$ cat src/rtl/gcpa_div.sv
// ----------------------------------------------------------------------------
// gcpa_div
// pipelined restoring divider, one quotient bit per stage, saturating
// ----------------------------------------------------------------------------
module gcpa_div #(
  parameter int NW = 33,
  parameter int DW = 19,
  parameter int QW = 16,
  parameter int SW = 4
) (
  input  logic          clk,
  input  logic          rst,
  input  logic          en,
  input  logic          in_valid,
  input  logic [NW-1:0] num,
  input  logic [DW-1:0] den,
  input  logic [SW-1:0] side,
  output logic          out_valid,
  output logic [QW-1:0] quo,
  output logic [SW-1:0] out_side
);

  localparam int W = ((NW > DW + QW) ? NW : DW + QW) + 1;

  logic          v   [QW+1];
  logic [W-1:0]  rem [QW+1];
  logic [DW-1:0] d   [QW+1];
  logic [QW-1:0] q   [QW+1];
  logic [SW-1:0] s   [QW+1];
  logic          ovf [QW+1];

  // entry stage: quotient too large for QW bits saturates
  always_ff @(posedge clk) begin
    if (rst) v[0] <= 1'b0;
    else if (en) v[0] <= in_valid;
  end

  always_ff @(posedge clk) begin
    if (en) begin
      rem[0] <= W'(num);
      d[0]   <= den;
      q[0]   <= '0;
      s[0]   <= side;
      ovf[0] <= W'(num) >= (W'(den) << QW);
    end
  end

  for (genvar k = 0; k < QW; k++) begin : g_stage
    localparam int B = QW - 1 - k;
    logic [W-1:0]  shifted;
    logic          ge;
    logic [QW-1:0] q_next;

    always_comb begin
      shifted  = W'(d[k]) << B;
      ge       = rem[k] >= shifted;
      q_next   = q[k];
      q_next[B] = ge;
    end

    always_ff @(posedge clk) begin
      if (rst) v[k+1] <= 1'b0;
      else if (en) v[k+1] <= v[k];
    end

    always_ff @(posedge clk) begin
      if (en) begin
        rem[k+1] <= ge ? rem[k] - shifted : rem[k];
        d[k+1]   <= d[k];
        q[k+1]   <= q_next;
        s[k+1]   <= s[k];
        ovf[k+1] <= ovf[k];
      end
    end
  end

  assign out_valid = v[QW];
  assign quo       = ovf[QW] ? '1 : q[QW];
  assign out_side  = s[QW];

endmodule

$ cat config.mk
export PLATFORM = sky130hd
export DESIGN_NAME = gcpa_div
export DESIGN_NICKNAME = d
export VERILOG_FILES = /design/src/rtl/gcpa_div.sv
export SDC_FILE = /design/constraint.sdc
export NUM_CORES = 2
export LEC_CHECK = 0
export BUFFER_PORTS_ARGS = -buffer_cell sky130_fd_sc_hd__buf_2
export CAP_MARGIN = 25
export CORE_ASPECT_RATIO = 1.1
export CORE_MARGIN = 3
export CORE_UTILIZATION = 40
export CTS_CLUSTER_DIAMETER = 80
export DETAILED_ROUTE_END_ITERATION = 7
export GPL_TIMING_DRIVEN = 1
export PLACE_DENSITY_LB_ADDON = 0.08
export SLEW_MARGIN = 10
export SYNTH_ARGS = -nofsm -noshare
export SYNTH_HDL_FRONTEND = slang
export SYNTH_SLANG_ARGS = --single-unit
$ cat constraint.sdc
create_clock -name clk -period 6.9 [get_ports clk]
set_clock_uncertainty 0.05 [all_clocks]
set_input_delay 0.69 -clock clk [delete_from_list [all_inputs] [get_ports clk]]
set_output_delay 0.69 -clock clk [all_outputs]
set_load 0.02 [all_outputs]
==> results list <==
- CTS tree: yes
- Switching Power: 7.70 mW
- The initial utilization of the core area, before any placement, comes to 40.4%.
* Detailed-route vias per instance: 5.23
- The number of max-slew violations in the final report is 0.
* Crit Reg-Reg Startpoint: rem[0][443]$_DFFE_PP_
* CTS H-tree lvls: 4
- Number of port buffers: 80
- Synthesis produced a netlist with a net count of 4982.
* Sum of met2 wire segment lengths after detailed routing: 68.2 mm
- Chip height: 398 um
- In this run the core area contains 143 standard-cell rows.
- After global routing the overflow that remains totals 0.
* Number of iterations in the first detailed-routing pass: 5
- Most common library cells after synthesis: sky130_fd_sc_hd__edfxtp_1 (1115), sky130_fd_sc_hd__inv_1 (413), sky130_fd_sc_hd__nand2_1 (326)
* Power Density: 376 nW/um^2
- Of the synthesized area, sequential elements account for 59.9%.
* Die Footprint: 144000 um^2
- The most critical setup path has its startpoint at rem[0][443]$_DFFE_PP_.
* Relative contribution of the clock network to total power: 28.4%
- Relative to the synthesized area, the layout overhead comes to 13.4%.
- Once the clock tree was built, the resizer swapped 0 gates to a different size.
- The congestion estimate from routability-driven global placement came to 0.856.
- Number of synthesized flops with an enable pin: 1115
* Flop2flop setup slack: 2380 ps
* Summed area of non-filler cells in the final layout: 63400 um^2
- Clock-pin slew was measured on the worst setup and hold paths at 60 ps.
- Counting flops and latches in the post-synthesis netlist gives 1115.
- In this run, placement finished with an instance count of 6432.
* Status: completed
* Final antenna-violating net count: 0
- Measured in cells, the most critical reg-to-reg path has a length of 9.
- The cell count after synthesis came out at 4587.
* Initial antenna violation count: 0
- Of the cells placed in the final design, the portion with a size suffix greater than 1 is 8.64%.
* Core Region: 138000 um^2
* Fin crit share: 65.5%
- Once detailed placement completed, the half-perimeter wirelength came to 89.0 mm.
- Setup repair after global routing left no endpoint under its margin.
* Cell Area, Synth: 55900 um^2
* Placed cell area: 58600 um^2
- The number of global-route vias before repair was 37200.
- The first global-routing pass estimated 191 mm of wire.
- Post-CTS timing repair inserted 0 buffers for setup.
- Cell depth of the worst min-delay path: 1
* Launching element type of the critical path: flip-flop
* Post-Syn Area per Cell: 12.2 um^2
- Data required, critical path: 7350 ps
* Number of hold buffers added after cts: 54
- Entering global routing, the biggest net connects 163 pins.
- Final net count: 5206
- In the post-synthesis netlist, the cell with the most instances is sky130_fd_sc_hd__edfxtp_1.
* Max Fclk: 0.221 GHz
- Wire segments on met3 add up to 3.11 mm in the final route.
* Maximum fanout encountered on the critical timing path: 21
* MaxCap Viol Count: 0
- Worst slew pin tran: 1170 ps
- Synth warn: 0
- Highest metal used: met4
- Async set-reset flop share out of synthesis: 0%
- Clock tree synthesis selected as its root buffer the cell sky130_fd_sc_hd__clkbuf_16.
- The clock passes through at most 3 buffers.
- Post-route DRC: 0
* Internal power: 16.1 mW
- The clock reaches the later pin of the worst-skew pair after 760 ps.
- Switching Fraction: 32.3%
* Clock buffers created by TritonCTS: 132
- IR Drop Worst-Case VDD: 253 uV
- Critical path start-end classification: flip-flop to flip-flop
- The routed layout has 35200 vias.
* Leakage power figure: 24.1 nW
- The most critical setup path has its endpoint at rem[0][480]$_DFFE_PP_.
- Die boundary width: 362 um
* Number of ports placed on the die boundary: 81
* Clock sink total: 1115
* Signal arrival time at the worst endpoint: 4970 ps
* Synth unique cells: 86
* Final sum of negative setup slack: 0 ps
- Across every metal layer, demand over resource in global routing totals 16.8%.
- Setup violations remaining at the end of the flow were counted as 0.
- The tightest min-delay check is of the input port to flip-flop type.
* Total inserted antenna cells: 0
- The worst register-to-register path ends at rem[0][480]$_DFFE_PP_.
- For this run, the leading register cell type out of synthesis is sky130_fd_sc_hd__edfxtp_1.
* Per-cell routed wire length: 17.8 um
- Of the total power, registers draw 41.3%.
- The final count of hold timing violations was 0.
- Largest area contributor in the netlist: sky130_fd_sc_hd__edfxtp_1
- After detailed routing, the total wire length is 120 mm.
- After synthesis, the cell types taking the most area are sky130_fd_sc_hd__edfxtp_1 (60%), sky130_fd_sc_hd__ha_1 (7.2%), sky130_fd_sc_hd__xnor2_1 (2.8%), sky130_fd_sc_hd__inv_1 (2.8%), sky130_fd_sc_hd__a21oi_1 (2.6%).
- After detailed routing, the wire length on met1 is 38.9 mm.
- The detailed router finished its first iteration with 1623 violations.
* Area fraction of the dominant cell type after synthesis: 59.9%
- Of the total power, combinational logic draws 30.3%.
- STA classifies the critical path endpoint as a flip-flop.
- Minimum period implied by the final worst setup slack: 4520 ps
- The finished layout holds 6722 standard cells, fillers aside.
* Normalized max-slew margin: 22.0%
==> layer usage <==
layer / vias to the layer above / global-route usage [%]
met5: - / 0
met3: 390 / 2.56
met2: 627 / 34.3
met1: 16600 / 14.3
met4: 0 / 12.4
li1: 17500 / -
==> registers in the layout, indices dropped and copies added (netlist names) <==
name / count
rem: 573
s: 68
v: 17
q: 136
d: 304
ovf: 17
==> how the worst min path moves through the flow <==
| stage | start | end | slack, ps |
|---|---|---|---|
| floorplan | ovf[9]$_DFFE_PP_ | ovf[10]$_DFFE_PP_ | 350 |
| global placement | s[0][46]$_DFFE_PP_ | s[0][50]$_DFFE_PP_ | 350 |
| detailed placement | q[0][123]$_DFFE_PP_ | q[0][139]$_DFFE_PP_ | 350 |
| CTS | num[20] | rem[0][20]$_DFFE_PP_ | 3 |
| global route | num[20] | rem[0][20]$_DFFE_PP_ | 40 |
| finish | num[20] | rem[0][20]$_DFFE_PP_ | 100 |
==> power groups by stage <==
stage	logic [mW]	clock network [mW]	registers, mW
floorplan	5.41	0	9.71
global placement	7.13	0	9.97
detailed placement	7.19	0	9.98
CTS	7.24	7.03	9.84
global route	8.10	7.31	9.97
finish	7.22	6.76	9.84
==> critical path, stage by stage (launching register included) <==
cell	delay (ps)
sky130_fd_sc_hd__edfxtp_1	390
sky130_fd_sc_hd__ha_1	370
sky130_fd_sc_hd__a21oi_1	250
sky130_fd_sc_hd__o21ai_0	180
sky130_fd_sc_hd__a2111oi_0	810
sky130_fd_sc_hd__nor3_1	130
sky130_fd_sc_hd__o21ai_0	410
sky130_fd_sc_hd__and2_1	700
sky130_fd_sc_hd__inv_1	590
sky130_fd_sc_hd__o211a_1	380
==> final cells by class <==
cell class | count | area [um^2]
Clock buffer | 163 | 3420
Clock inverter | 70 | 822
Fill cell | 12600 | 75100
Inverter | 416 | 1560
Multi-Input combinational cell | 2975 | 20600
Sequential cell | 1115 | 33500
Tap cell | 1812 | 2270
Timing Repair Buffer | 171 | 1300
==> stage by stage <==
stage	hold slack, ps	utilization [%]	power, mW	setup WS, ps
2_1_floorplan	350	-	15.1	3530
3_3_place_gp	350	42.3	17.1	2440
3_5_place_dp	355	42.3	17.2	2440
4_1_cts	3.12	45.8	24.1	2410
5_1_grt	37.1	45.8	25.4	2170
6_report	96.1	45.8	23.8	2380
==> kinds of logic (layout without fill, tap and decap cells) <==
family | Yosys count | in the layout | share of synthesized area, %
fa+ha+maj | 335 | 335 | 7.70
xor+xnor | 322 | 322 | 5.04
simple gates | 1232 | 1232 | 11.2
compound gates | 1039 | 1039 | 11.9
buf+inv | 497 | 820 | 3.39
flops | 1115 | 1115 | 59.9
mux | 47 | 47 | 0.929
==> placed cells by master (no fill, tap or decap), drive strengths merged, types with 61 or more instances in the layout <==
| cell | synthesis | final |
|---|---|---|
| o21ai | 264 | 264 |
| a21o | 112 | 112 |
| xor2 | 144 | 144 |
| inv | 416 | 425 |
| xnor2 | 178 | 178 |
| nor4 | 61 | 61 |
| nand3 | 78 | 78 |
| nor2 | 269 | 269 |
| a21oi | 285 | 285 |
| edfxtp | 1115 | 1115 |
| nor3 | 100 | 100 |
| nand2 | 326 | 326 |
| buf | 15 | 116 |
| ha | 320 | 320 |
| clkbuf | 66 | 164 |
Power figures use the tool's default switching activity.
