[config.mk]
export PLATFORM = sky130hd
export DESIGN_NAME = gcpa_exp
export DESIGN_NICKNAME = d
export VERILOG_FILES = /design/src/rtl/gcpa_pkg.sv /design/src/rtl/gcpa_exp.sv
export SDC_FILE = /design/constraint.sdc
export NUM_CORES = 2
export LEC_CHECK = 0
export ABC_AREA = 1
export BUFFER_PORTS_ARGS = -buffer_cell sky130_fd_sc_hd__buf_2
export CAP_MARGIN = 0
export CORE_AREA = 2 2 246 248
export DETAILED_ROUTE_END_ITERATION = 10
export DIE_AREA = 0 0 248 250
export GPL_ROUTABILITY_DRIVEN = 0
export HOLD_SLACK_MARGIN = 0.15
export PLACE_DENSITY = 0.88
export REMOVE_ABC_BUFFERS = 1
export SETUP_SLACK_MARGIN = 0.4
export SYNTH_ARGS = -nofsm -noshare
export SYNTH_HDL_FRONTEND = slang
export SYNTH_SLANG_ARGS = --single-unit
[constraint.sdc]
create_clock -name clk -period 7.7 [get_ports clk]
set_input_delay 1.54 -clock clk [delete_from_list [all_inputs] [get_ports clk]]
set_output_delay 1.54 -clock clk [all_outputs]
set_load 0.005 [all_outputs]
[src/rtl/gcpa_pkg.sv]
// ----------------------------------------------------------------------------
// gcpa_pkg
// shared types, constants and register codes of the gaussian class
// probability block
// ----------------------------------------------------------------------------
package gcpa_pkg;

  localparam int MAX_CLASSES_DEF = 6;
  localparam int CLS_W           = 3;
  localparam int DENS_W          = 16;
  localparam int SUM_W           = 19;
  localparam int PROB_W          = 16;
  localparam int SD_W            = 16;
  localparam int CFG_IDX_W       = 3;
  localparam int CFG_DATA_W      = 16;

  // argument a in Q.16 clamps at 40.0
  localparam int ARG_W           = 22;
  localparam logic [ARG_W-1:0] ARG_LIMIT = 22'd2621440;
  localparam int E_W             = 33;

  localparam logic [16:0] LOG2E_Q16 = 17'd94548;
  localparam logic [15:0] EXP_LIN   = 16'd43060;
  localparam logic [13:0] EXP_QUAD  = 14'd10292;

  typedef enum logic [CFG_IDX_W-1:0] {
    REG_CLASS_COUNT = 3'd0,
    REG_NOISE_SD    = 3'd1,
    REG_LEVEL_0     = 3'd2,
    REG_LEVEL_1     = 3'd3,
    REG_LEVEL_2     = 3'd4,
    REG_LEVEL_3     = 3'd5,
    REG_LEVEL_4     = 3'd6,
    REG_LEVEL_5     = 3'd7
  } cfg_reg_t;

  typedef struct packed {
    logic signed [DENS_W-1:0] density;
    logic [SUM_W-1:0]         prob_sum;
  } in_item_t;

  typedef struct packed {
    logic [CLS_W-1:0]         class_index;
    logic [PROB_W-1:0]        probability;
    logic signed [DENS_W-1:0] restored_level;
    logic                     is_last;
  } out_item_t;

  // per-class job tags carried beside the arithmetic
  typedef struct packed {
    logic [CLS_W-1:0] idx;
    logic             last;
    logic [SUM_W-1:0] sum;
  } job_t;

  typedef struct packed {
    logic [CLS_W-1:0] idx;
    logic             last;
  } tag_t;

endpackage

[src/rtl/gcpa_exp.sv]
// ----------------------------------------------------------------------------
// gcpa_exp
// exp(-a) in Q1.32 from a in Q.16: base-2 split and quadratic fraction
// ----------------------------------------------------------------------------
module gcpa_exp (
  input  logic                        clk,
  input  logic                        rst,
  input  logic                        en,
  input  logic                        in_valid,
  input  logic [gcpa_pkg::ARG_W-1:0]  arg,
  input  gcpa_pkg::job_t              in_job,
  output logic                        out_valid,
  output logic [gcpa_pkg::E_W-1:0]    e,
  output gcpa_pkg::job_t              out_job
);

  logic                v1, v2, v3, v4;
  gcpa_pkg::job_t      j1, j2, j3;
  logic [5:0]          n1, n2, n3;
  logic [15:0]         f1;
  logic [31:0]         ff2, lin2, lin3;
  logic [29:0]         quad3;

  logic [gcpa_pkg::ARG_W-1:0] arg_c;
  logic [37:0]                t_prod;
  logic [45:0]                q_prod;
  logic [33:0]                m;

  always_comb begin
    arg_c  = (arg > gcpa_pkg::ARG_LIMIT) ? gcpa_pkg::ARG_LIMIT : arg;
    t_prod = 38'(arg_c) * 38'(gcpa_pkg::LOG2E_Q16);
    q_prod = 46'(gcpa_pkg::EXP_QUAD) * 46'(ff2);
    m      = 34'h1_0000_0000 - 34'(lin3) + 34'(quad3);
  end

  always_ff @(posedge clk) begin
    if (rst) begin
      v1 <= 1'b0;
      v2 <= 1'b0;
      v3 <= 1'b0;
      v4 <= 1'b0;
    end else if (en) begin
      v1 <= in_valid;
      v2 <= v1;
      v3 <= v2;
      v4 <= v3;
    end
  end

  always_ff @(posedge clk) begin
    if (en) begin
      // integer part n and fraction f of a*log2(e)
      n1   <= t_prod[37:32];
      f1   <= t_prod[31:16];
      j1   <= in_job;
      ff2  <= 32'(f1) * 32'(f1);
      lin2 <= 32'(gcpa_pkg::EXP_LIN) * 32'(f1);
      n2   <= n1;
      j2   <= j1;
      quad3 <= q_prod[45:16];
      lin3  <= lin2;
      n3    <= n2;
      j3    <= j2;
      e       <= gcpa_pkg::E_W'(m >> n3);
      out_job <= j3;
    end
  end

  assign out_valid = v4;

endmodule

==> results by group <==
Run status
  – Status: complete, no violations

Clocking
  – Clock transition at the registers of the reported paths: 0.07 ns
  – # clock sinks: 283
  – Total CTS buffers: 31
  – TritonCTS clock tree: built
  – Hold Buf Count CTS: 0
  – Max Root-Sink Buffers: 3
  – Root Buffer: clkbuf_16
  – Worst-skew pair later-pin latency: 0.61 ns
  – CTS H-tree lvls: 1

Synthesis
  – YS warnings: 0
  – Synth Area in Simple Gates: 0.1487
  – Syn Inst Count: 3,890
  – Synth Flop Type: edfxtp_1
  – Mapped cell area: 0.03524 mm2
  – Top cells by instance count after synthesis: inv_1 (933), nand2_1 (619), ha_1 (570)
  – Yosys reg bits: 283
  – Most common cell in the synthesized netlist: inv_1
  – Main combinational cell family by area after synthesis: adder cells
  – Netlist cell types: 51
  – Leading post-synthesis cells by cell area: edfxtp_1 (24%), fa_1 (22%), ha_1 (20%)
  – EDFF count, synth: 279
  – Post-synthesis sequential area ratio: 0.2400
  – Synth Area in Compound Gates: 0.05489
  – Syn Area/Cell: 9.058 um2
  – Post-synth top area share: 0.2378
  – Xor-xnor portion of the synthesized cell area: 0.03057
  – Synth Area in Adders: 0.4188
  – Area leader, netlist: edfxtp_1
  – Mux contribution to synthesized area: 0
  – Async set-or-reset flop fraction in the synthesized netlist: 0

Timing
  – Fmax: 139.3 MHz
  – Worst slew margin: 0.1896
  – RSZ-0062 raised after global routing: yes
  – Final Slew Violations: 0
  – Final setup vio count: 0
  – Final hold vios: 0
  – Worst slew pin tran: 1.216 ns
  – Layout Skew: 0.03495 ns
  – Final worst setup slack: 0.5202 ns
  – Period utilization: 0.9324
  – Clock period minus worst slack: 7.180 ns

Cells and area
  – ANT cells: 0
  – Layout cell share with drive strength beyond 1: 0.07445
  – Fillers: 4,248
  – Layout Nets: 5,020
  – Fin util: 0.6365
  – Non-Filler Instances: 4,825
  – Area grow syn2layout: 7.595%
  – Post-Layout Inst Area: 0.03791 mm2

Worst setup path
  – Reg2reg start: f1[8]$_DFFE_PP_
  – Worst setup SP type: input pin
  – Maximum fanout along the worst path: 19
  – Setup crit end kind: flip-flop
  – Reg2reg setup slack: 0.96 ns
  – Reg2reg end: ff2[29]$_DFFE_PP_
  – CP Data Required Time: 8.04 ns
  – WS Path Type: in -> reg
  – Worst setup path start: arg[8]
  – Reg2reg path depth: 23
  – Critical Path AT: 7.52 ns

Placement
  – Placed Cells: 4,765
  – PortBufs: 105
  – Place WS: -0.1267 ns
  – Cell Area, Placed: 0.03685 mm2
  – DP HPWL: 73,940 um

Floorplan
  – Ports: 106
  – Core ar.: 0.05957 mm2
  – Die Area: 0.06200 mm2
  – Die width: 248 um
  – Starting density of the core: 0.5915
  – Rows: 90
  – Die height: 250 um

Job
  – Max-cap violations: 0

Routing
  – Initial DRC count: 2,657
  – ANT nets after route: 0
  – Drc violations: 0
  – WL final: 91,290 um
  – Via density: 5.819
  – WL per Instance: 18.92 um
  – Vias: 28,075
  – First drt pass iteration count: 9

Hold path
  – Hold path start: j1[16]$_DFFE_PP_
  – WHS Endpoint: j2[16]$_DFFE_PP_
  – HP Class: reg -> reg
  – Worst hold path cell count: 0

Global route
  – First-pass GRT wire length: 146,600 um
  – Pin count of the biggest net entering global routing: 140
  – Met1 track demand over resource: 0.3413
  – Grt total ovfl: 0
  – Met3 Usage GRT: 0.05893
  – Total GRT Usage: 0.2982
  – GRT busiest layer: met2
  – Vias in the first global route: 29,480
  – Met2 Use GR: 0.5070
  – Number of antenna violations at the first check in global routing: 2
routing by layer:
layer / vias to the layer above / routed length [um]
met1: 13165 / 32240
met4: 4 / 6981
met5: - / 26
li1: 12668 / -
met2: 1661 / 44000
met3: 577 / 8046
what timing repair did:
action                                  in CTS  in global routing
pin swaps                                    0                  6
resized for setup                            1                 24
setup buffers                                0                  4
endpoints found under the setup margin       1                 16
worst max-delay path: stages:
cell and delay [ns]:
buf_2 0.10, inv_1 0.07, nand4_1 0.12, nor4_2 0.36, nand4_1 0.17, nand2_1 0.13, clkinv_1 0.10, buf_6 0.18
nor2_1 0.13, buf_4 0.18, ha_1 0.28, ha_1 0.33, fa_1 0.50, fa_1 0.48, fa_1 0.53, inv_1 0.07
fa_1 0.51, inv_1 0.07, ha_4 0.30, nand2_1 0.09, nor2_2 0.13, nand4_1 0.13, o21ai_2 0.20, a21oi_2 0.11
o31ai_2 0.37, nand2_1 0.14, nand3_1 0.12, nand2_1 0.07
layout by cell type (no fill, tap or decap), types with 13 or more instances in the layout:
| cell | n |
|---|---|
| nor3_1 | 22 |
| nand3_1 | 256 |
| buf_2 | 104 |
| edfxtp_1 | 279 |
| nand2_1 | 619 |
| a31oi_1 | 20 |
| o21ai_0 | 79 |
| nand4_1 | 28 |
| ha_1 | 568 |
| xor2_1 | 86 |
| a21oi_1 | 168 |
| xnor2_1 | 37 |
| inv_2 | 13 |
| o21ai_1 | 14 |
| nand3_2 | 32 |
| a21o_1 | 16 |
| buf_4 | 40 |
| nor2_1 | 173 |
| inv_1 | 933 |
| nor2_2 | 18 |
| fa_1 | 381 |
| clkbuf_16 | 31 |
stage by stage:
stage,setup TNS (ns),hold slack (ns)
finish,0,0.4175
global route,0,0.4183
CTS,0,0.4155
detailed placement,-0.3416,0.4045
global placement,0,0.4003
floorplan,0,0.4003
cells by family (layout without fill, tap and decap cells):
| kind of cell | Yosys count | in the layout |
|---|---|---|
| buffers and inverters | 1000 | 1153 |
| and+or+nand+nor | 1186 | 1186 |
| DFF | 283 | 283 |
| AOI/OAI and AO/OA | 346 | 346 |
| other | 1 | 1 |
| adders and majority gates | 951 | 951 |
| xor gates and xnor gates | 123 | 123 |
area by class of cell:
class | count | area (um2) | share of cell area
multi-input cells | 2607 | 23100 | 0.6093
flip-flops and latches | 283 | 8458 | 0.2231
inverters | 950 | 3566 | 0.09405
well taps | 782 | 978.4 | 0.02581
repair buffers | 147 | 867.1 | 0.02287
clock buffers | 35 | 790.8 | 0.02086
clock inverters | 21 | 152.6 | 0.004026
registers in the layout, indices dropped and copies added, names as in the netlist, 16 cells and up:
signal	flops
f1	16
j2	23
quad3	30
lin2	29
lin3	30
j1	23
j3	23
e	33
out_job	23
ff2	31
worst max-delay path by stage:
stage	endpoint	slack (ns)	cells after the start
floorplan	n1[2]$_DFFE_PP_	0.60	25
global placement	n1[2]$_DFFE_PP_	0.28	27
detailed placement	n1[2]$_DFFE_PP_	-0.13	28
CTS	n1[2]$_DFFE_PP_	0.47	28
global route	n1[2]$_DFFE_PP_	0.29	28
finish	n1[2]$_DFFE_PP_	0.52	28
Power is left out: the tool's default activity adds up to more than one toggle a clock period on the data nets, which glitch-free logic cannot reach.
