==> config.mk <==
export PLATFORM = sky130hd
export DESIGN_NAME = gcpa_issue
export DESIGN_NICKNAME = d
export VERILOG_FILES = /design/src/rtl/gcpa_pkg.sv /design/src/rtl/gcpa_issue.sv
export SDC_FILE = /design/constraint.sdc
export NUM_CORES = 1
export LEC_CHECK = 0
export ABC_CLOCK_PERIOD_IN_PS = 18100
export BUFFER_PORTS_ARGS = -buffer_cell sky130_fd_sc_hd__clkbuf_2
export CORE_MARGIN = 1
export CORE_UTILIZATION = 40
export CTS_CLUSTER_DIAMETER = 30
export DETAILED_ROUTE_END_ITERATION = 16
export PLACE_DENSITY = 0.66
export SLEW_MARGIN = 10
export SYNTH_ARGS = -nofsm -noshare
export SYNTH_HDL_FRONTEND = slang
export SYNTH_SLANG_ARGS = --single-unit
==> constraint.sdc <==
create_clock -name clk -period 18.1 [get_ports clk]
set_clock_uncertainty 0.15 [all_clocks]
set_input_delay 0.905 -clock clk [delete_from_list [all_inputs] [get_ports clk]]
set_output_delay 0.905 -clock clk [all_outputs]
set_load 0.01 [all_outputs]
==> src/rtl/gcpa_pkg.sv <==
// ----------------------------------------------------------------------------
// gcpa_pkg
// shared types, constants and register codes of the gaussian class
// probability block
// ----------------------------------------------------------------------------
package gcpa_pkg;

  localparam int MAX_CLASSES_DEF = 6;
  localparam int CLS_W           = 3;
  localparam int DENS_W          = 16;
  localparam int SUM_W           = 19;
  localparam int PROB_W          = 16;
  localparam int SD_W            = 16;
  localparam int CFG_IDX_W       = 3;
  localparam int CFG_DATA_W      = 16;

  // argument a in Q.16 clamps at 40.0
  localparam int ARG_W           = 22;
  localparam logic [ARG_W-1:0] ARG_LIMIT = 22'd2621440;
  localparam int E_W             = 33;

  localparam logic [16:0] LOG2E_Q16 = 17'd94548;
  localparam logic [15:0] EXP_LIN   = 16'd43060;
  localparam logic [13:0] EXP_QUAD  = 14'd10292;

  typedef enum logic [CFG_IDX_W-1:0] {
    REG_CLASS_COUNT = 3'd0,
    REG_NOISE_SD    = 3'd1,
    REG_LEVEL_0     = 3'd2,
    REG_LEVEL_1     = 3'd3,
    REG_LEVEL_2     = 3'd4,
    REG_LEVEL_3     = 3'd5,
    REG_LEVEL_4     = 3'd6,
    REG_LEVEL_5     = 3'd7
  } cfg_reg_t;

  typedef struct packed {
    logic signed [DENS_W-1:0] density;
    logic [SUM_W-1:0]         prob_sum;
  } in_item_t;

  typedef struct packed {
    logic [CLS_W-1:0]         class_index;
    logic [PROB_W-1:0]        probability;
    logic signed [DENS_W-1:0] restored_level;
    logic                     is_last;
  } out_item_t;

  // per-class job tags carried beside the arithmetic
  typedef struct packed {
    logic [CLS_W-1:0] idx;
    logic             last;
    logic [SUM_W-1:0] sum;
  } job_t;

  typedef struct packed {
    logic [CLS_W-1:0] idx;
    logic             last;
  } tag_t;

endpackage

==> src/rtl/gcpa_issue.sv <==
// ----------------------------------------------------------------------------
// gcpa_issue
// takes a pixel beat, issues one class job per enabled cycle, squares offsets
// ----------------------------------------------------------------------------
module gcpa_issue #(
  parameter int MAX_CLASSES = gcpa_pkg::MAX_CLASSES_DEF
) (
  input  logic                               clk,
  input  logic                               rst,
  input  logic                               en,
  input  logic                               in_valid,
  output logic                               in_stall,
  input  gcpa_pkg::in_item_t                 in_data,
  input  logic [gcpa_pkg::CLS_W-1:0]         class_count,
  input  logic signed [gcpa_pkg::DENS_W-1:0] levels [MAX_CLASSES],
  output logic                               job_valid,
  output logic [31:0]                        d2,
  output gcpa_pkg::job_t                     job
);

  localparam int IW = (MAX_CLASSES > 1) ? $clog2(MAX_CLASSES) : 1;

  logic                               busy;
  logic [gcpa_pkg::CLS_W-1:0]         cnt;
  logic [gcpa_pkg::CLS_W-1:0]         last_idx;
  logic signed [gcpa_pkg::DENS_W-1:0] dens;
  logic [gcpa_pkg::SUM_W-1:0]         sum;

  logic [gcpa_pkg::CLS_W-1:0] count_eff;
  logic                       issue_last;
  logic                       accept;

  logic                    va;
  gcpa_pkg::job_t          ja;
  logic signed [16:0]      diff_a;
  logic signed [33:0]      sq;

  always_comb begin
    if (class_count == '0) count_eff = gcpa_pkg::CLS_W'(1);
    else if (class_count > gcpa_pkg::CLS_W'(MAX_CLASSES))
      count_eff = gcpa_pkg::CLS_W'(MAX_CLASSES);
    else count_eff = class_count;
    issue_last = busy && en && (cnt == last_idx);
    in_stall   = busy && !issue_last;
    accept     = in_valid && !in_stall;
    sq         = diff_a * diff_a;
  end

  always_ff @(posedge clk) begin
    if (rst) begin
      busy <= 1'b0;
      cnt  <= '0;
    end else if (accept) begin
      busy <= 1'b1;
      cnt  <= '0;
    end else if (issue_last) begin
      busy <= 1'b0;
    end else if (busy && en) begin
      cnt <= cnt + 1'b1;
    end
  end

  always_ff @(posedge clk) begin
    if (accept) begin
      dens     <= in_data.density;
      sum      <= in_data.prob_sum;
      last_idx <= count_eff - 1'b1;
    end
  end

  always_ff @(posedge clk) begin
    if (rst) begin
      va        <= 1'b0;
      job_valid <= 1'b0;
    end else if (en) begin
      va        <= busy;
      job_valid <= va;
    end
  end

  always_ff @(posedge clk) begin
    if (en) begin
      diff_a  <= 17'(levels[cnt[IW-1:0]]) - 17'(dens);
      ja.idx  <= cnt;
      ja.last <= cnt == last_idx;
      ja.sum  <= sum;
      d2      <= sq[31:0];
      job     <= ja;
    end
  end

endmodule

==> impl_summary.log <==
[metrics] die width: 196 microns
[metrics] number of hold buffers added after CTS: 0
[metrics] Num CTS Buffers: 17
[metrics] Yosys top cell area share: 0.339
[metrics] aggregate global-route resource usage: 0.181
[metrics] final antenna diode count: 0
[metrics] crit start category: flip-flop
[metrics] Clock Root Buffer: sky130_fd_sc_hd__clkbuf_16
[metrics] Req. time, crit path: 18.13 ns
[metrics] starting density of the core: 0.410
[metrics] Syn Std Cell Area: 0.0151 sq mm
[metrics] main area contributors after synthesis: sky130_fd_sc_hd__fa_1 34%, sky130_fd_sc_hd__edfxtp_1 26%, sky130_fd_sc_hd__ha_1 8.6%, sky130_fd_sc_hd__inv_1 8.0%, sky130_fd_sc_hd__xnor2_1 2.8%
[metrics] H-tree level count: 4
[metrics] GR Util met3: 0.0316
[metrics] area of the core: 0.0369 sq mm
[metrics] average wire length per cell after detail routing: 15.9 microns
[metrics] via count of the routed design: 9,799
[metrics] Slew HR: 0.256
[metrics] time the final worst path needs with I/O delays and setup: 6.86 ns
[metrics] dominant cell type by area after synthesis: sky130_fd_sc_hd__fa_1
[metrics] routing layer with the top usage in global route: met2
[metrics] async set or reset register ratio after synthesis: 0
[metrics] synthesized area divided by synthesized cell count: 11.2 sq um
[metrics] Post-synth EDFFs: 132
[metrics] Warnings, synthesis: 0
[metrics] post-CTS repair timing setup buffer count: 0
[metrics] fraction of synthesized area in multiplexers: 0.0372
[metrics] met1 capacity usage during global routing: 0.228
[metrics] count of routing violations after the opening detailed-route iteration: 523
[metrics] post-layout net count: 2,025
[metrics] run status: finished clean
[metrics] fraction of final layout cells sized beyond drive strength 1: 0.171
[metrics] detailed placer's ending HPWL: 26,800 microns
[metrics] maximum frequency from static timing analysis: 146 MHz
[metrics] Die Y-Extent: 196 microns
[metrics] Max-Cap Viols: 0
[metrics] grt ovf: 0
[metrics] DRT Wirelength: 32,400 microns
[metrics] final worst-path cycle share: 0.379
[metrics] combinational family with the most area after synthesis: adder cells
[metrics] endpoint class of the critical path: flip-flop
[metrics] layout overhead on the synthesized area: 13.9%
[metrics] count of endpoints failing hold in the final timing report: 0
[metrics] Max FO, Critical Path: 20
[metrics] post-synthesis xor/xnor area fraction: 0.0354
[metrics] worst endpoint data arrival time: 6.89 ns
[metrics] start-to-end type of the worst setup path: reg -> reg
[metrics] unique cell type count in the Yosys netlist: 60
[metrics] clock tree from TritonCTS: done
[metrics] RSZ-0062 raised after global routing: false
[metrics] Syn Inst Count: 1,343
[metrics] Placed Instance Area: 0.0166 sq mm
[metrics] design area: 0.0172 sq mm
[metrics] Worst Max-Slew Pin Slew: 1.12 ns
[metrics] #FFs+latches synth: 138
[metrics] Pre-antenna DRT Iters: 5
[metrics] remaining antenna violation count after routing: 0
[metrics] number of endpoints failing setup at the final stage: 0
[metrics] summed negative setup slack over all endpoints: 0 ns
[metrics] maximum clock path buffer count: 2
[metrics] portion of the post-synthesis area used by sequential elements: 0.270
[metrics] smallest hold slack: 0.268 ns
[metrics] path type of the worst min-delay path: reg -> reg
[metrics] antenna violations before repair: 0
[metrics] Pins Over Slew Limit: 0
[metrics] Gates resized, CTS repair: 0
[metrics] number of remaining DRC errors: 0
[metrics] number of top-level pins: 195
[metrics] number of nets produced by synthesis: 1,841
[metrics] worst skew pair latency: 0.43 ns
[metrics] clock input transition at the sequential cells of the worst setup and hold paths: 0.07 ns
[metrics] synthesized-area fraction occupied by ao, oa, aoi and oai cells: 0.0596
[metrics] number of global-route vias before repair: 10,600
[metrics] Final GP Congestion: 0.843
[metrics] Post-Synth Adder-Cell Area: 0.426
[metrics] # port buffers: 193
[metrics] Global Route met2 Usage: 0.321
[metrics] largest net degree at the start of global routing: 85
[metrics] overall die area: 0.0385 sq mm
[metrics] primary flip-flop cell chosen by synthesis mapping: sky130_fd_sc_hd__edfxtp_1
[metrics] total number of clock tree sinks: 138
[metrics] fraction of the mapped netlist area in simple logic gates: 0.0825
[metrics] detail-routed via count per cell: 4.79
[metrics] wire length of the first global-routing pass: 53,900 microns
[metrics] row cnt: 70
==> metrics by stage <==
stage          worst slack, ns  utilization  cells
2_1_floorplan            11.80            -   1343
3_3_place_gp             11.50        0.450   2012
3_5_place_dp             11.21        0.450   2012
4_1_cts                  11.22        0.466   2044
5_1_grt                  10.80        0.466   2044
6_report                 11.24        0.466   2044
==> cells by family (layout without fill, tap and decap cells) <==
| kind of cell | after synthesis | in the layout |
|---|---|---|
| fa+ha+maj | 360 | 360 |
| buf+inv | 356 | 553 |
| other cells | 1 | 1 |
| simple gates | 259 | 259 |
| flops | 138 | 138 |
| xor+xnor | 61 | 61 |
| compound gates | 132 | 132 |
| mux | 36 | 36 |
==> final cells by class <==
| class | count | area (sq um) |
|---|---|---|
| fill | 3385 | 19700 |
| multi-input combinational | 849 | 9680 |
| sequential | 138 | 4090 |
| inverter | 324 | 1220 |
| timing repair buffer | 197 | 998 |
| tap | 504 | 631 |
| clock buffer | 18 | 439 |
| clock inverter | 14 | 150 |
==> path summary, 6_finish.rpt <==
| kind | cells after the start | slack (ns) | endpoint | start |
|---|---|---|---|---|
| setup / recovery | 18 | 11.24 | d2[31]$_DFFE_PP_ | diff_a[2]$_DFFE_PP_ |
| hold / removal | 0 | 0.27 | job[20]$_DFFE_PP_ | ja[20]$_DFFE_PP_ |
| setup reg to reg | 18 | 11.24 | d2[31]$_DFFE_PP_ | diff_a[2]$_DFFE_PP_ |
| hold reg to reg | 0 | 0.27 | job[20]$_DFFE_PP_ | ja[20]$_DFFE_PP_ |
==> metal layers <==
metal | share of wire | vias to the layer above
met2 | 0.52 | 259
met1 | 0.42 | 4919
met3 | 0.046 | 41
li1 | - | 4580
met5 | 0 | -
met4 | 0.020 | 0
==> placed cells by master, fill, tap and decap left out, drive strengths merged, types with 2 or more instances in the layout <==
| cell type | n |
|---|---|
| a21o | 18 |
| nand2b | 8 |
| o2111ai | 2 |
| nor4 | 2 |
| and3 | 2 |
| o31ai | 3 |
| xnor2 | 49 |
| buf | 5 |
| a311oi | 3 |
| fa | 256 |
| nor3 | 5 |
| a211oi | 3 |
| clkinvlp | 2 |
| o31a | 2 |
| o211ai | 4 |
| o21ai | 37 |
| xor2 | 12 |
| o21a | 11 |
| a31o | 3 |
| or2 | 4 |
| a31oi | 5 |
| inv | 332 |
| o41ai | 2 |
| edfxtp | 132 |
| nor2 | 54 |
| mux4 | 16 |
| clkinv | 4 |
| nand2 | 99 |
| dfxtp | 6 |
| o21bai | 4 |
| a21oi | 28 |
| a21boi | 2 |
| and2 | 56 |
| ha | 104 |
| mux2i | 19 |
| clkbuf | 210 |
| nand3 | 5 |
| nor2b | 16 |
==> worst max-delay path, cell delays in order, from the launching register on <==
cell and delay [ns]:
sky130_fd_sc_hd__edfxtp_1 0.69, sky130_fd_sc_hd__nand2_1 0.24, sky130_fd_sc_hd__inv_1 0.12, sky130_fd_sc_hd__fa_1 0.69
sky130_fd_sc_hd__inv_1 0.13, sky130_fd_sc_hd__fa_1 0.79, sky130_fd_sc_hd__inv_1 0.18, sky130_fd_sc_hd__fa_1 0.42
sky130_fd_sc_hd__fa_1 0.53, sky130_fd_sc_hd__fa_1 0.58, sky130_fd_sc_hd__fa_1 0.42, sky130_fd_sc_hd__ha_1 0.34
sky130_fd_sc_hd__a21o_1 0.19, sky130_fd_sc_hd__a21oi_1 0.22, sky130_fd_sc_hd__o21ai_0 0.14, sky130_fd_sc_hd__a21o_1 0.23
sky130_fd_sc_hd__a21oi_1 0.23, sky130_fd_sc_hd__o21ai_0 0.17, sky130_fd_sc_hd__xnor2_1 0.14
==> cells in the mapped netlist (18+ instances only) <==
| library cell | instances |
|---|---|
| sky130_fd_sc_hd__xnor2_1 | 49 |
| sky130_fd_sc_hd__fa_1 | 256 |
| sky130_fd_sc_hd__a21oi_1 | 28 |
| sky130_fd_sc_hd__and2_1 | 55 |
| sky130_fd_sc_hd__a21o_1 | 18 |
| sky130_fd_sc_hd__mux2i_1 | 19 |
| sky130_fd_sc_hd__clkbuf_1 | 25 |
| sky130_fd_sc_hd__nor2_1 | 54 |
| sky130_fd_sc_hd__ha_1 | 104 |
| sky130_fd_sc_hd__o21ai_0 | 34 |
| sky130_fd_sc_hd__nand2_1 | 99 |
| sky130_fd_sc_hd__edfxtp_1 | 132 |
| sky130_fd_sc_hd__inv_1 | 323 |
==> flip-flops by register name, indices dropped and copies added (netlist names) <==
| signal | count |
|---|---|
| d2 | 31 |
| ja | 23 |
| job | 23 |
| sum | 19 |
| diff_a | 17 |
| dens | 16 |
| cnt | 3 |
| last_idx | 3 |
| busy | 1 |
| job_valid | 1 |
| va | 1 |
Power is left out: the tool's default activity adds up to more than one toggle a clock period on the data nets, which glitch-free logic cannot reach.
